File: src/ase_pkg.sv
// ----------------------------------------------------------------------------
// ase_pkg
// Shared types and constants of the streaming ANS encoder.
// ----------------------------------------------------------------------------
package ase_pkg;

  // Parameter defaults
  localparam int unsigned MAX_SYMBOLS_DEF    = 16;
  localparam int unsigned MAX_LOG2_TOTAL_DEF = 16;
  localparam int unsigned QUEUE_DEPTH_DEF    = 2;

  // Field widths
  localparam int unsigned OP_W       = 2;
  localparam int unsigned INDEX_W    = 4;
  localparam int unsigned VALUE_W    = 32;
  localparam int unsigned COUNT_W    = 17;
  localparam int unsigned STATUS_W   = 2;
  localparam int unsigned BITCNT_W   = 5;
  localparam int unsigned BITS_W     = 17;
  localparam int unsigned FSTATE_W   = 17;
  localparam int unsigned TOTBITS_W  = 32;
  localparam int unsigned IN_DATA_W  = 56;
  localparam int unsigned OUT_DATA_W = 72;

  typedef enum logic [OP_W-1:0] {
    OP_LOAD   = 2'd0,
    OP_ENCODE = 2'd1,
    OP_FINISH = 2'd2,
    OP_NOP    = 2'd3
  } op_e;

  typedef enum logic [STATUS_W-1:0] {
    ST_OK      = 2'd0,
    ST_UNKNOWN = 2'd1,
    ST_ZERO    = 2'd2,
    ST_INVALID = 2'd3
  } status_e;

  // Control part of a classified request, front to back
  typedef struct packed {
    op_e     kind;
    status_e status;
  } cmd_ctl_t;

endpackage

File: src/ase_front.sv
// ----------------------------------------------------------------------------
// ase_front
// Accepts requests, owns the symbol table, matches symbol values and
// classifies each request into a command for the coder back end.
// ----------------------------------------------------------------------------
module ase_front #(
  parameter int unsigned MAX_SYMBOLS    = ase_pkg::MAX_SYMBOLS_DEF,
  parameter int unsigned MAX_LOG2_TOTAL = ase_pkg::MAX_LOG2_TOTAL_DEF,
  localparam int unsigned TW            = MAX_LOG2_TOTAL + 1
) (
  input  logic                              clk_i,
  input  logic                              rst_ni,
  input  logic                              in_valid_i,
  output logic                              in_ready_o,
  input  ase_pkg::op_e                      op_i,
  input  logic [ase_pkg::INDEX_W-1:0]       index_i,
  input  logic [ase_pkg::VALUE_W-1:0]       value_i,
  input  logic [ase_pkg::COUNT_W-1:0]       count_i,
  output logic                              cmd_valid_o,
  input  logic                              cmd_ready_i,
  output ase_pkg::cmd_ctl_t                 cmd_ctl_o,
  output logic [ase_pkg::COUNT_W-1:0]       cmd_count_o,
  output logic [TW-1:0]                     cmd_base_o,
  output logic [TW-1:0]                     cmd_total_o
);

  localparam int unsigned IW = $clog2(MAX_SYMBOLS);
  localparam int unsigned NW = $clog2(MAX_SYMBOLS + 1);
  localparam int unsigned CW = ase_pkg::COUNT_W;
  localparam int unsigned EW = ((TW > CW) ? TW : CW) + 1;
  localparam int unsigned MW = CW + TW;
  localparam logic [TW-1:0] LIMIT = {1'b1, {MAX_LOG2_TOTAL{1'b0}}};

  // Table state
  logic [ase_pkg::VALUE_W-1:0] value_q [MAX_SYMBOLS];
  logic [MW-1:0]               entry_mem [MAX_SYMBOLS];
  logic [NW-1:0]               entries_q, entries_d;
  logic [TW-1:0]               total_q, total_d;
  logic                        bad_q, bad_d;

  logic                        accept;
  logic                        wr_en;
  logic [IW-1:0]               wr_addr;
  logic [NW-1:0]               n_base;
  logic [TW-1:0]               tot_base;
  logic                        bad_base;
  logic                        ovf;
  ase_pkg::status_e            load_status;
  logic                        table_ok;
  logic [MAX_SYMBOLS-1:0]      match;

  // Stage 1: match vector
  logic                        s1_v_q;
  ase_pkg::op_e                s1_kind_q;
  ase_pkg::status_e            s1_status_q, s1_status_d;
  logic                        s1_ok_q;
  logic [MAX_SYMBOLS-1:0]      s1_match_q;
  logic [TW-1:0]               s1_total_q;

  // Stage 2: hit entry read out
  logic                        s2_v_q;
  ase_pkg::op_e                s2_kind_q;
  ase_pkg::status_e            s2_status_q;
  logic                        s2_ok_q;
  logic                        s2_found_q;
  logic [TW-1:0]               s2_total_q;
  logic [MW-1:0]               rd_q;

  logic                        s1_adv;
  logic                        s2_en;
  logic [IW-1:0]               hit;
  logic                        found;
  logic [CW-1:0]               hit_count;
  logic [TW-1:0]               hit_start;
  logic [EW-1:0]               base_wide;
  ase_pkg::status_e            out_status;

  assign s2_en      = !s2_v_q || cmd_ready_i;
  assign s1_adv     = s1_v_q && s2_en;
  assign in_ready_o = !s1_v_q || s2_en;
  assign accept     = in_valid_i && in_ready_o;

  // Load handling; index 0 restarts the table
  always_comb begin
    n_base      = (index_i == '0) ? '0 : entries_q;
    tot_base    = (index_i == '0) ? '0 : total_q;
    bad_base    = (index_i == '0) ? 1'b0 : bad_q;
    ovf         = EW'(count_i) > EW'(LIMIT - tot_base);
    entries_d   = entries_q;
    total_d     = total_q;
    bad_d       = bad_q;
    wr_en       = 1'b0;
    wr_addr     = n_base[IW-1:0];
    load_status = ase_pkg::ST_OK;
    if (accept && op_i == ase_pkg::OP_LOAD) begin
      entries_d = n_base;
      total_d   = tot_base;
      bad_d     = bad_base;
      if (n_base == NW'(MAX_SYMBOLS)) begin
        bad_d       = 1'b1;
        load_status = ase_pkg::ST_INVALID;
      end else begin
        wr_en     = 1'b1;
        entries_d = n_base + 1'b1;
        if (ovf) begin
          bad_d       = 1'b1;
          load_status = ase_pkg::ST_INVALID;
        end else begin
          total_d = TW'(EW'(tot_base) + EW'(count_i));
          if (count_i == '0) begin
            load_status = ase_pkg::ST_ZERO;
          end
        end
      end
    end
  end

  assign table_ok = (entries_q != '0) && !bad_q && (total_q != '0) &&
                    ((total_q & (total_q - 1'b1)) == '0);

  always_comb begin
    for (int i = 0; i < MAX_SYMBOLS; i++) begin
      match[i] = (NW'(i) < entries_q) && (value_q[i] == value_i);
    end
  end

  always_comb begin
    case (op_i)
      ase_pkg::OP_LOAD:   s1_status_d = load_status;
      ase_pkg::OP_ENCODE,
      ase_pkg::OP_FINISH: s1_status_d = table_ok ? ase_pkg::ST_OK : ase_pkg::ST_INVALID;
      default:            s1_status_d = ase_pkg::ST_OK;
    endcase
  end

  always_ff @(posedge clk_i or negedge rst_ni) begin
    if (!rst_ni) begin
      entries_q <= '0;
      total_q   <= '0;
      bad_q     <= 1'b0;
      s1_v_q    <= 1'b0;
      s2_v_q    <= 1'b0;
    end else begin
      entries_q <= entries_d;
      total_q   <= total_d;
      bad_q     <= bad_d;
      if (in_ready_o) begin
        s1_v_q <= in_valid_i;
      end
      if (s2_en) begin
        s2_v_q <= s1_v_q;
      end
    end
  end

  always_ff @(posedge clk_i) begin
    if (accept) begin
      s1_kind_q   <= op_i;
      s1_status_q <= s1_status_d;
      s1_ok_q     <= table_ok;
      s1_match_q  <= match;
      s1_total_q  <= total_d;
    end
    if (s1_adv) begin
      s2_kind_q   <= s1_kind_q;
      s2_status_q <= s1_status_q;
      s2_ok_q     <= s1_ok_q;
      s2_found_q  <= found;
      s2_total_q  <= s1_total_q;
    end
  end

  always_ff @(posedge clk_i) begin
    if (wr_en) begin
      value_q[wr_addr] <= value_i;
    end
  end

  // Last matching entry wins
  always_comb begin
    hit   = '0;
    found = 1'b0;
    for (int i = 0; i < MAX_SYMBOLS; i++) begin
      if (s1_match_q[i]) begin
        hit   = IW'(i);
        found = 1'b1;
      end
    end
  end

  // Count and start memory; read sees the table as of the request's match
  always_ff @(posedge clk_i) begin
    if (wr_en) begin
      entry_mem[wr_addr] <= {count_i, tot_base};
    end
    if (s1_adv) begin
      rd_q <= entry_mem[hit];
    end
  end

  assign hit_count = rd_q[MW-1:TW];
  assign hit_start = rd_q[TW-1:0];
  assign base_wide = EW'(s2_total_q) + EW'(hit_start) - EW'(hit_count);

  always_comb begin
    out_status = s2_status_q;
    if (s2_kind_q == ase_pkg::OP_ENCODE) begin
      if (!s2_ok_q) begin
        out_status = ase_pkg::ST_INVALID;
      end else if (!s2_found_q) begin
        out_status = ase_pkg::ST_UNKNOWN;
      end else if (hit_count == '0) begin
        out_status = ase_pkg::ST_ZERO;
      end else begin
        out_status = ase_pkg::ST_OK;
      end
    end
  end

  assign cmd_valid_o      = s2_v_q;
  assign cmd_ctl_o.kind   = s2_kind_q;
  assign cmd_ctl_o.status = out_status;
  assign cmd_count_o      = hit_count;
  assign cmd_base_o       = base_wide[TW-1:0];
  assign cmd_total_o      = s2_total_q;

endmodule

File: src/ase_queue.sv
// ----------------------------------------------------------------------------
// ase_queue
// Short command queue between the front end and the coder back end.
// ----------------------------------------------------------------------------
module ase_queue #(
  parameter int unsigned DW    = 8,
  parameter int unsigned DEPTH = ase_pkg::QUEUE_DEPTH_DEF
) (
  input  logic          clk_i,
  input  logic          rst_ni,
  input  logic          push_valid_i,
  output logic          push_ready_o,
  input  logic [DW-1:0] push_data_i,
  output logic          pop_valid_o,
  input  logic          pop_ready_i,
  output logic [DW-1:0] pop_data_o
);

  localparam int unsigned PW = $clog2(DEPTH);
  localparam int unsigned CW = $clog2(DEPTH + 1);

  logic [DW-1:0] mem_q [DEPTH];
  logic [PW-1:0] wptr_q, rptr_q;
  logic [CW-1:0] cnt_q;
  logic          push, pop;

  assign push_ready_o = cnt_q != CW'(DEPTH);
  assign pop_valid_o  = cnt_q != '0;
  assign push         = push_valid_i && push_ready_o;
  assign pop          = pop_valid_o && pop_ready_i;
  assign pop_data_o   = mem_q[rptr_q];

  always_ff @(posedge clk_i or negedge rst_ni) begin
    if (!rst_ni) begin
      wptr_q <= '0;
      rptr_q <= '0;
      cnt_q  <= '0;
    end else begin
      if (push) begin
        wptr_q <= (wptr_q == PW'(DEPTH - 1)) ? '0 : wptr_q + 1'b1;
      end
      if (pop) begin
        rptr_q <= (rptr_q == PW'(DEPTH - 1)) ? '0 : rptr_q + 1'b1;
      end
      if (push && !pop) begin
        cnt_q <= cnt_q + 1'b1;
      end else if (pop && !push) begin
        cnt_q <= cnt_q - 1'b1;
      end
    end
  end

  always_ff @(posedge clk_i) begin
    if (push) begin
      mem_q[wptr_q] <= push_data_i;
    end
  end

endmodule

File: src/ase_back.sv
// ----------------------------------------------------------------------------
// ase_back
// Coder back end: keeps the coder state and bit total, renormalizes and
// encodes one command per cycle into a registered result unless stalled.
// ----------------------------------------------------------------------------
module ase_back #(
  parameter int unsigned MAX_LOG2_TOTAL = ase_pkg::MAX_LOG2_TOTAL_DEF,
  localparam int unsigned TW            = MAX_LOG2_TOTAL + 1
) (
  input  logic                              clk_i,
  input  logic                              rst_ni,
  input  logic                              cmd_valid_i,
  output logic                              cmd_ready_o,
  input  ase_pkg::cmd_ctl_t                 cmd_ctl_i,
  input  logic [ase_pkg::COUNT_W-1:0]       cmd_count_i,
  input  logic [TW-1:0]                     cmd_base_i,
  input  logic [TW-1:0]                     cmd_total_i,
  output logic                              out_valid_o,
  input  logic                              out_ready_i,
  output ase_pkg::status_e                  out_status_o,
  output logic [ase_pkg::BITCNT_W-1:0]      out_bit_count_o,
  output logic [ase_pkg::BITS_W-1:0]        out_bits_o,
  output logic [ase_pkg::FSTATE_W-1:0]      out_final_state_o,
  output logic [ase_pkg::TOTBITS_W-1:0]     out_total_bits_o
);

  localparam int unsigned KW   = $clog2(TW + 1);
  localparam int unsigned CMPW = (TW > ase_pkg::COUNT_W + 1) ? TW : ase_pkg::COUNT_W + 1;

  logic [TW-1:0]                 state_q, state_d;
  logic [ase_pkg::TOTBITS_W-1:0] bitcnt_q, bitcnt_d;
  logic                          out_valid_q;
  ase_pkg::status_e              status_q;
  logic [ase_pkg::BITCNT_W-1:0]  bit_count_q, bit_count_d;
  logic [ase_pkg::BITS_W-1:0]    bits_q, bits_d;
  logic [ase_pkg::FSTATE_W-1:0]  fstate_q, fstate_d;
  logic [ase_pkg::TOTBITS_W-1:0] totbits_q, totbits_d;

  logic                          fire;
  logic [CMPW-1:0]               twice_count;
  logic [TW-1:0]                 ge;
  logic [KW-1:0]                 k;
  logic [TW-1:0]                 shifted;
  logic [TW+ase_pkg::BITS_W-1:0] bits_ext;
  logic [TW+ase_pkg::FSTATE_W-1:0] state_ext;

  assign cmd_ready_o = !out_valid_q || out_ready_i;
  assign fire        = cmd_valid_i && cmd_ready_o;

  // Parallel compares; ge is a thermometer code, its ones are the shifted bits
  assign twice_count = CMPW'({cmd_count_i, 1'b0});
  always_comb begin
    k = '0;
    for (int j = 0; j < TW; j++) begin
      ge[j] = CMPW'(state_q >> j) >= twice_count;
      if (ge[j]) begin
        k = KW'(j + 1);
      end
    end
  end

  assign shifted   = state_q >> k;
  assign bits_ext  = {{ase_pkg::BITS_W{1'b0}}, state_q & ge};
  assign state_ext = {{ase_pkg::FSTATE_W{1'b0}}, state_q};

  always_comb begin
    state_d     = state_q;
    bitcnt_d    = bitcnt_q;
    bit_count_d = '0;
    bits_d      = '0;
    fstate_d    = '0;
    totbits_d   = '0;
    case (cmd_ctl_i.kind)
      ase_pkg::OP_LOAD: begin
        state_d  = cmd_total_i;
        bitcnt_d = '0;
      end
      ase_pkg::OP_ENCODE: begin
        if (cmd_ctl_i.status == ase_pkg::ST_OK) begin
          state_d     = cmd_base_i + shifted;
          bitcnt_d    = bitcnt_q + ase_pkg::TOTBITS_W'(k);
          bit_count_d = ase_pkg::BITCNT_W'(k);
          bits_d      = bits_ext[ase_pkg::BITS_W-1:0];
        end
      end
      ase_pkg::OP_FINISH: begin
        fstate_d  = state_ext[ase_pkg::FSTATE_W-1:0];
        totbits_d = bitcnt_q;
        state_d   = cmd_total_i;
        bitcnt_d  = '0;
      end
      default: begin
      end
    endcase
  end

  always_ff @(posedge clk_i or negedge rst_ni) begin
    if (!rst_ni) begin
      state_q     <= '0;
      bitcnt_q    <= '0;
      out_valid_q <= 1'b0;
    end else begin
      if (fire) begin
        state_q  <= state_d;
        bitcnt_q <= bitcnt_d;
      end
      if (cmd_ready_o) begin
        out_valid_q <= cmd_valid_i;
      end
    end
  end

  always_ff @(posedge clk_i) begin
    if (fire) begin
      status_q    <= cmd_ctl_i.status;
      bit_count_q <= bit_count_d;
      bits_q      <= bits_d;
      fstate_q    <= fstate_d;
      totbits_q   <= totbits_d;
    end
  end

  assign out_valid_o       = out_valid_q;
  assign out_status_o      = status_q;
  assign out_bit_count_o   = bit_count_q;
  assign out_bits_o        = bits_q;
  assign out_final_state_o = fstate_q;
  assign out_total_bits_o  = totbits_q;

endmodule

File: src/ans_stream_encoder.sv
// ----------------------------------------------------------------------------
// ans_stream_encoder
// Streaming table ANS encoder with bitwise renormalization.
// ----------------------------------------------------------------------------
// Requests come in on the s_axis channel, one result per request leaves on
// the m_axis channel in request order. tuser carries the operation (load
// table entry, encode symbol, finish, no-op); the result's tuser is status.
// Table entries are loaded in index order, index 0 restarting the table.
//
// A request passes through two front stages for the value match and entry
// read, the command queue, then the output register. Throughput: one
// request per cycle while m_axis_tready_i keeps up; the coder state
// recurrence is closed combinationally around the back end's state register
// (parallel shift-count compares, shift and add).
//
// Reset empties the pipeline and queue, clears the loaded-entry count,
// running total, coder state and bit total; table contents are not cleared
// and no clearing pass runs. When the receiver stalls, the output register,
// a two-entry command queue and the front stages fill before s_axis_tready_o
// drops; nothing is lost or reordered.
// ----------------------------------------------------------------------------
module ans_stream_encoder #(
  parameter int unsigned MAX_SYMBOLS    = ase_pkg::MAX_SYMBOLS_DEF,
  parameter int unsigned MAX_LOG2_TOTAL = ase_pkg::MAX_LOG2_TOTAL_DEF
) (
  input  logic                              clk_i,
  input  logic                              rst_ni,
  input  logic                              s_axis_tvalid_i,
  output logic                              s_axis_tready_o,
  // entry_index, symbol_value, symbol_count, zero pad
  input  logic [ase_pkg::IN_DATA_W-1:0]     s_axis_tdata_i,
  // operation
  input  logic [ase_pkg::OP_W-1:0]          s_axis_tuser_i,
  output logic                              m_axis_tvalid_o,
  input  logic                              m_axis_tready_i,
  // bit_count, bits, final_state, total_bits, zero pad
  output logic [ase_pkg::OUT_DATA_W-1:0]    m_axis_tdata_o,
  // status
  output logic [ase_pkg::STATUS_W-1:0]      m_axis_tuser_o
);

  localparam int unsigned TW = MAX_LOG2_TOTAL + 1;
  localparam int unsigned IX_LO = 0;
  localparam int unsigned VA_LO = IX_LO + ase_pkg::INDEX_W;
  localparam int unsigned CN_LO = VA_LO + ase_pkg::VALUE_W;
  localparam int unsigned BC_LO = 0;
  localparam int unsigned BI_LO = BC_LO + ase_pkg::BITCNT_W;
  localparam int unsigned FS_LO = BI_LO + ase_pkg::BITS_W;
  localparam int unsigned TB_LO = FS_LO + ase_pkg::FSTATE_W;
  localparam int unsigned PAD_W = ase_pkg::OUT_DATA_W - TB_LO - ase_pkg::TOTBITS_W;
  localparam int unsigned CTL_W = $bits(ase_pkg::cmd_ctl_t);
  localparam int unsigned QW    = CTL_W + ase_pkg::COUNT_W + 2 * TW;

  logic                          f_valid, f_ready;
  ase_pkg::cmd_ctl_t             f_ctl, b_ctl;
  logic [ase_pkg::COUNT_W-1:0]   f_count, b_count;
  logic [TW-1:0]                 f_base, b_base, f_total, b_total;
  logic [QW-1:0]                 q_in, q_out;
  logic                          b_valid, b_ready;
  ase_pkg::status_e              o_status;
  logic [ase_pkg::BITCNT_W-1:0]  o_bit_count;
  logic [ase_pkg::BITS_W-1:0]    o_bits;
  logic [ase_pkg::FSTATE_W-1:0]  o_fstate;
  logic [ase_pkg::TOTBITS_W-1:0] o_totbits;

  ase_front #(
    .MAX_SYMBOLS   (MAX_SYMBOLS),
    .MAX_LOG2_TOTAL(MAX_LOG2_TOTAL)
  ) u_front (
    .clk_i      (clk_i),
    .rst_ni     (rst_ni),
    .in_valid_i (s_axis_tvalid_i),
    .in_ready_o (s_axis_tready_o),
    .op_i       (ase_pkg::op_e'(s_axis_tuser_i)),
    .index_i    (s_axis_tdata_i[VA_LO-1:IX_LO]),
    .value_i    (s_axis_tdata_i[CN_LO-1:VA_LO]),
    .count_i    (s_axis_tdata_i[CN_LO+ase_pkg::COUNT_W-1:CN_LO]),
    .cmd_valid_o(f_valid),
    .cmd_ready_i(f_ready),
    .cmd_ctl_o  (f_ctl),
    .cmd_count_o(f_count),
    .cmd_base_o (f_base),
    .cmd_total_o(f_total)
  );

  assign q_in = {f_ctl, f_count, f_base, f_total};

  ase_queue #(
    .DW   (QW),
    .DEPTH(ase_pkg::QUEUE_DEPTH_DEF)
  ) u_queue (
    .clk_i       (clk_i),
    .rst_ni      (rst_ni),
    .push_valid_i(f_valid),
    .push_ready_o(f_ready),
    .push_data_i (q_in),
    .pop_valid_o (b_valid),
    .pop_ready_i (b_ready),
    .pop_data_o  (q_out)
  );

  assign {b_ctl, b_count, b_base, b_total} = q_out;

  ase_back #(
    .MAX_LOG2_TOTAL(MAX_LOG2_TOTAL)
  ) u_back (
    .clk_i            (clk_i),
    .rst_ni           (rst_ni),
    .cmd_valid_i      (b_valid),
    .cmd_ready_o      (b_ready),
    .cmd_ctl_i        (b_ctl),
    .cmd_count_i      (b_count),
    .cmd_base_i       (b_base),
    .cmd_total_i      (b_total),
    .out_valid_o      (m_axis_tvalid_o),
    .out_ready_i      (m_axis_tready_i),
    .out_status_o     (o_status),
    .out_bit_count_o  (o_bit_count),
    .out_bits_o       (o_bits),
    .out_final_state_o(o_fstate),
    .out_total_bits_o (o_totbits)
  );

  assign m_axis_tdata_o = {{PAD_W{1'b0}}, o_totbits, o_fstate, o_bits, o_bit_count};
  assign m_axis_tuser_o = o_status;

endmodule

File: config.mk
export PLATFORM = sky130hd
export DESIGN_NAME = ans_stream_encoder
export DESIGN_NICKNAME = d
export VERILOG_FILES = /design/src/ase_pkg.sv /design/src/ase_front.sv /design/src/ase_queue.sv /design/src/ase_back.sv /design/src/ans_stream_encoder.sv
export SDC_FILE = /design/constraint.sdc
export NUM_CORES = 2
export LEC_CHECK = 0
export ABC_CLOCK_PERIOD_IN_PS = 6700
export BUFFER_PORTS_ARGS = -buffer_cell sky130_fd_sc_hd__buf_4
export CAP_MARGIN = 25
export CORE_ASPECT_RATIO = 1.2
export CORE_MARGIN = 3
export CORE_UTILIZATION = 57
export DETAILED_ROUTE_END_ITERATION = 6
export MAX_ROUTING_LAYER = met4
export PLACE_DENSITY = 0.72
export SLEW_MARGIN = 20
export SYNTH_ARGS = -nofsm -noshare
export SYNTH_HDL_FRONTEND = slang
export SYNTH_HIERARCHICAL = 1
export SYNTH_SLANG_ARGS = --single-unit
File: constraint.sdc
create_clock -name clk_i -period 6.7 [get_ports clk_i]
set_input_delay 2.01 -clock clk_i [delete_from_list [all_inputs] [get_ports clk_i]]
set_output_delay 2.01 -clock clk_i [all_outputs]
set_load 0.1 [all_outputs]
==> flow_summary.toml <==
[outcome]
status = "finished clean"

[detailed_routing]
wl_per_cell_um = 23.7
routed_wl_mm = 154
vias_per_cell = 5.91
postRouteAntennaNets = 0
dr.pass1.iters = 7
drc = 0
drt_iter0_drc = 3264
vias = 38200

[floorplan]
die_h_um = 374
ioPinCount = 138
chipWidth_um = 312
dieArea_mm2 = 0.117
rows = 134
start_util = 0.576
coreArea_mm2 = 0.111

[worst_hold_path]
worstHoldStart = "u_front/s1_status_q[1]$_DFFE_PP_"
hold_class = "reg -> reg"

[synth]
syn_area_mm2 = 0.0642
synth_top_cells_by_area = "edfxtp_1 (62%), xor2_1 (4.3%), ha_1 (4.2%)"
syn_avg_cell_area_um2 = 14.1
synth_edf_count = 1334
ys_ff_latch = 1413
synth.distinct_cells = 96
async_flop_share = 0.0559
synth_top_area_cell = "edfxtp_1"
seq_area_frac_synth = 0.655
syn_nets = 4838
ys.warnings.count = 6
synth_flop_cell = "edfxtp_1"
synth_top_area_frac = 0.624
syn_inst = 4541

[global_route]
grt_pass1_wl_mm = 229
grt_pass1_vias = 37700
grt_overflow = 0
grt_max_degree = 139
antenna_found_initial = 0
grt_usage = 0.268

[sta]
finalHoldWorstSlack_ps = 415
finalClockSkew_ps = 25.2
post-route-period-util = 0.979
setup_viol = 0
max_freq_mhz = 152
min_period_ps = 6560
finalSetupTns_ps = 0
relSlewSlack = 0.293
worst_pin_slew_ps = 1050
report.final.hold_viol_count = 0
slew_viol_final = 0
rsz0062_at_grt = "yes"

[power_and_ir_drop]
max-vdd-ir-drop_mv = 0.351
power_density_mw_per_mm2 = 435
leakagePower_nw = 27.4

[worst_setup_path]
cp-startpoint = "u_queue/rptr_q$_DFFE_PN0P_"
r2r-start = "u_queue/rptr_q$_DFFE_PN0P_"
start_kind = "flop"
cp.required_ps = 7310
cpMostUsedCell = "o21ai_1"
worst_path_max_delay_cell = "a2111oi_4"
critPathArrivalTime_ps = 7170
max_stage_delay_ps = 620
crit_fanout = 14
cp-end-kind = "flop"
path_class = "reg -> reg"

[layout]
fillers = 7855
layout-drive-gt1-share = 0.147
postLayoutCellArea_mm2 = 0.0732
diodes = 0
synthToLayoutAreaGrowth_pct = 14.0
fin_nets = 5155

[placement]
gp_congestion = 0.933
dpl-instance-area_mm2 = 0.0683
dp_hpwl_mm = 96.8
port_buffers = 133

[cts]
cts_buffers = 138
clk_path_buf_depth = 3
cts_tree = "built"
cts_sinks = 1413
path_clk_slew_ps = 60
ctsHtreeMaxLevel = 4
worstSkewPairLatency_ps = 750
cts_root_buf = "clkbuf_16"

[run]
drv_cap = 0
[critical path, delay by kind of cell, from the launching register on]
kind	cells	cell delay, ps
DFF	1	390
xor gates and xnor gates	1	210
buffers and inverters	3	440
AOI/OAI and AO/OA	13	3100
adders and majority gates	3	700
muxes	4	1080
and+or+nand+nor	4	470
[area by class of cell]
type	instances	area, µm²	share of cell area
multi-input combinational	2784	21100	0.288
clock buffer	170	3680	0.0503
clock inverter	81	788	0.0108
sequential	1413	42000	0.574
tap	1496	1870	0.0256
inverter	139	534	0.00730
timing repair buffer	382	3190	0.0436
[cell usage after synthesis, drive strengths merged (8+ instances only)]
cell and instances:
a211oi 16, nand4 88, mux2i 239, a21oi 80
fa 19, or4 15, or2 9, mux2 58
xor2 315, a31oi 8, nand2b 28, nand3 120
clkbuf 132, buf 73, edfxtp 1334, a2111oi 8
o21ai 159, inv 137, xnor2 279, and3 28
a22oi 53, o221ai 38, nor3 43, nand2 428
o31ai 10, dfrtp 79, ha 216, o21a 17
a22o 18, nor4 101, nor2 120, a21o 37
and2 88, nor2b 17, o211ai 9, or3 19
[placed cells by master, fill, tap and decap left out, types with 18 or more instances in the layout]
| master | instances |
|---|---|
| xnor2_1 | 279 |
| clkbuf_1 | 27 |
| inv_1 | 130 |
| o21ai_0 | 140 |
| dfrtp_1 | 78 |
| o221ai_1 | 38 |
| nand3_1 | 120 |
| clkbuf_16 | 144 |
| nand2b_1 | 28 |
| nand2_1 | 426 |
| nor2_1 | 117 |
| a21oi_1 | 78 |
| mux2i_1 | 232 |
| a21o_1 | 36 |
| nor4_1 | 95 |
| buf_4 | 356 |
| xor2_1 | 315 |
| and3_1 | 26 |
| ha_1 | 210 |
| nand4_1 | 87 |
| clkinv_1 | 37 |
| a22o_1 | 18 |
| and2_1 | 71 |
| edfxtp_1 | 1334 |
| a22oi_1 | 53 |
| mux2_4 | 43 |
| fa_1 | 18 |
| nor3_1 | 42 |
| or3_1 | 18 |
[power by group]
part           total (W)  internal [W]  switching (W)
Clock            0.00766       0.00445        0.00321
Combinational     0.0123       0.00497        0.00737
Sequential        0.0118        0.0112       0.000620
[sequential cells by signal (all words and copies together) (netlist names), 17 cells and up]
name and cells:
u_front/total_q 17, u_front/value_q 512, u_back/state_q 17, u_front/rd_q 34, u_back/bitcnt_q 32, u_queue/mem_q 110, u_back/out_total_bits_o 32, u_back/out_final_state_o 17
u_front/entry_mem 544, u_front/s1_total_q 17, u_front/cmd_total_o 17, u_back/out_bits_o 17
[kinds of logic (layout without fill, tap and decap cells)]
| logic type | count (synthesis) | count (layout) | share of synthesized area |
|---|---|---|---|
| other | 1 | 1 | 0.0000584 |
| adders and majority gates | 238 | 238 | 0.0485 |
| muxes | 297 | 297 | 0.0498 |
| buffers and inverters | 344 | 772 | 0.0225 |
| xor gates and xnor gates | 595 | 595 | 0.0814 |
| DFF | 1413 | 1413 | 0.655 |
| AOI/OAI and AO/OA | 524 | 524 | 0.0555 |
| and+or+nand+nor | 1129 | 1129 | 0.0875 |
[layer usage]
layer | global-route usage | share of wire
met1 | 0.313 | 0.38
met4 | 0.114 | 0.046
met2 | 0.469 | 0.52
met3 | 0.0330 | 0.053
met5 | - | 0
[repair_timing]
item / CTS / global route
endpoints found under the setup margin: 4 / 7
hold buffers: 0 / 0
gates cloned: 0 / 1
pin swaps: 0 / 20
buffers inserted: 0 / 14
resized for setup: 5 / 58
[path summary, 6_finish.rpt]
path	endpoint	slack [ps]	depth (start not counted)
worst max register to register	u_back/state_q[16]$_DFFE_PN0P_	140	28
worst min-delay path	u_front/s2_status_q[1]$_DFFE_PP_	420	0
worst max-delay path	u_back/state_q[16]$_DFFE_PN0P_	140	28
max in group asynchronous	u_queue/rptr_q$_DFFE_PN0P_	4400	2
worst min register to register	u_front/s2_status_q[1]$_DFFE_PP_	420	0
min in group asynchronous	u_back/bitcnt_q[19]$_DFFE_PN0P_	1230	1
[metrics by stage]
step                power (W)  setup slack (ps)   util  cells
floorplan              0.0199               185      -   4541
global placement       0.0234              -127  0.612   6195
detailed placement     0.0236              -189  0.612   6198
CTS                    0.0314             -12.6  0.653   6449
global route           0.0335              -143  0.656   6465
finish                 0.0318               140  0.656   6465
No activity file was read; power rests on OpenSTA's default activity.
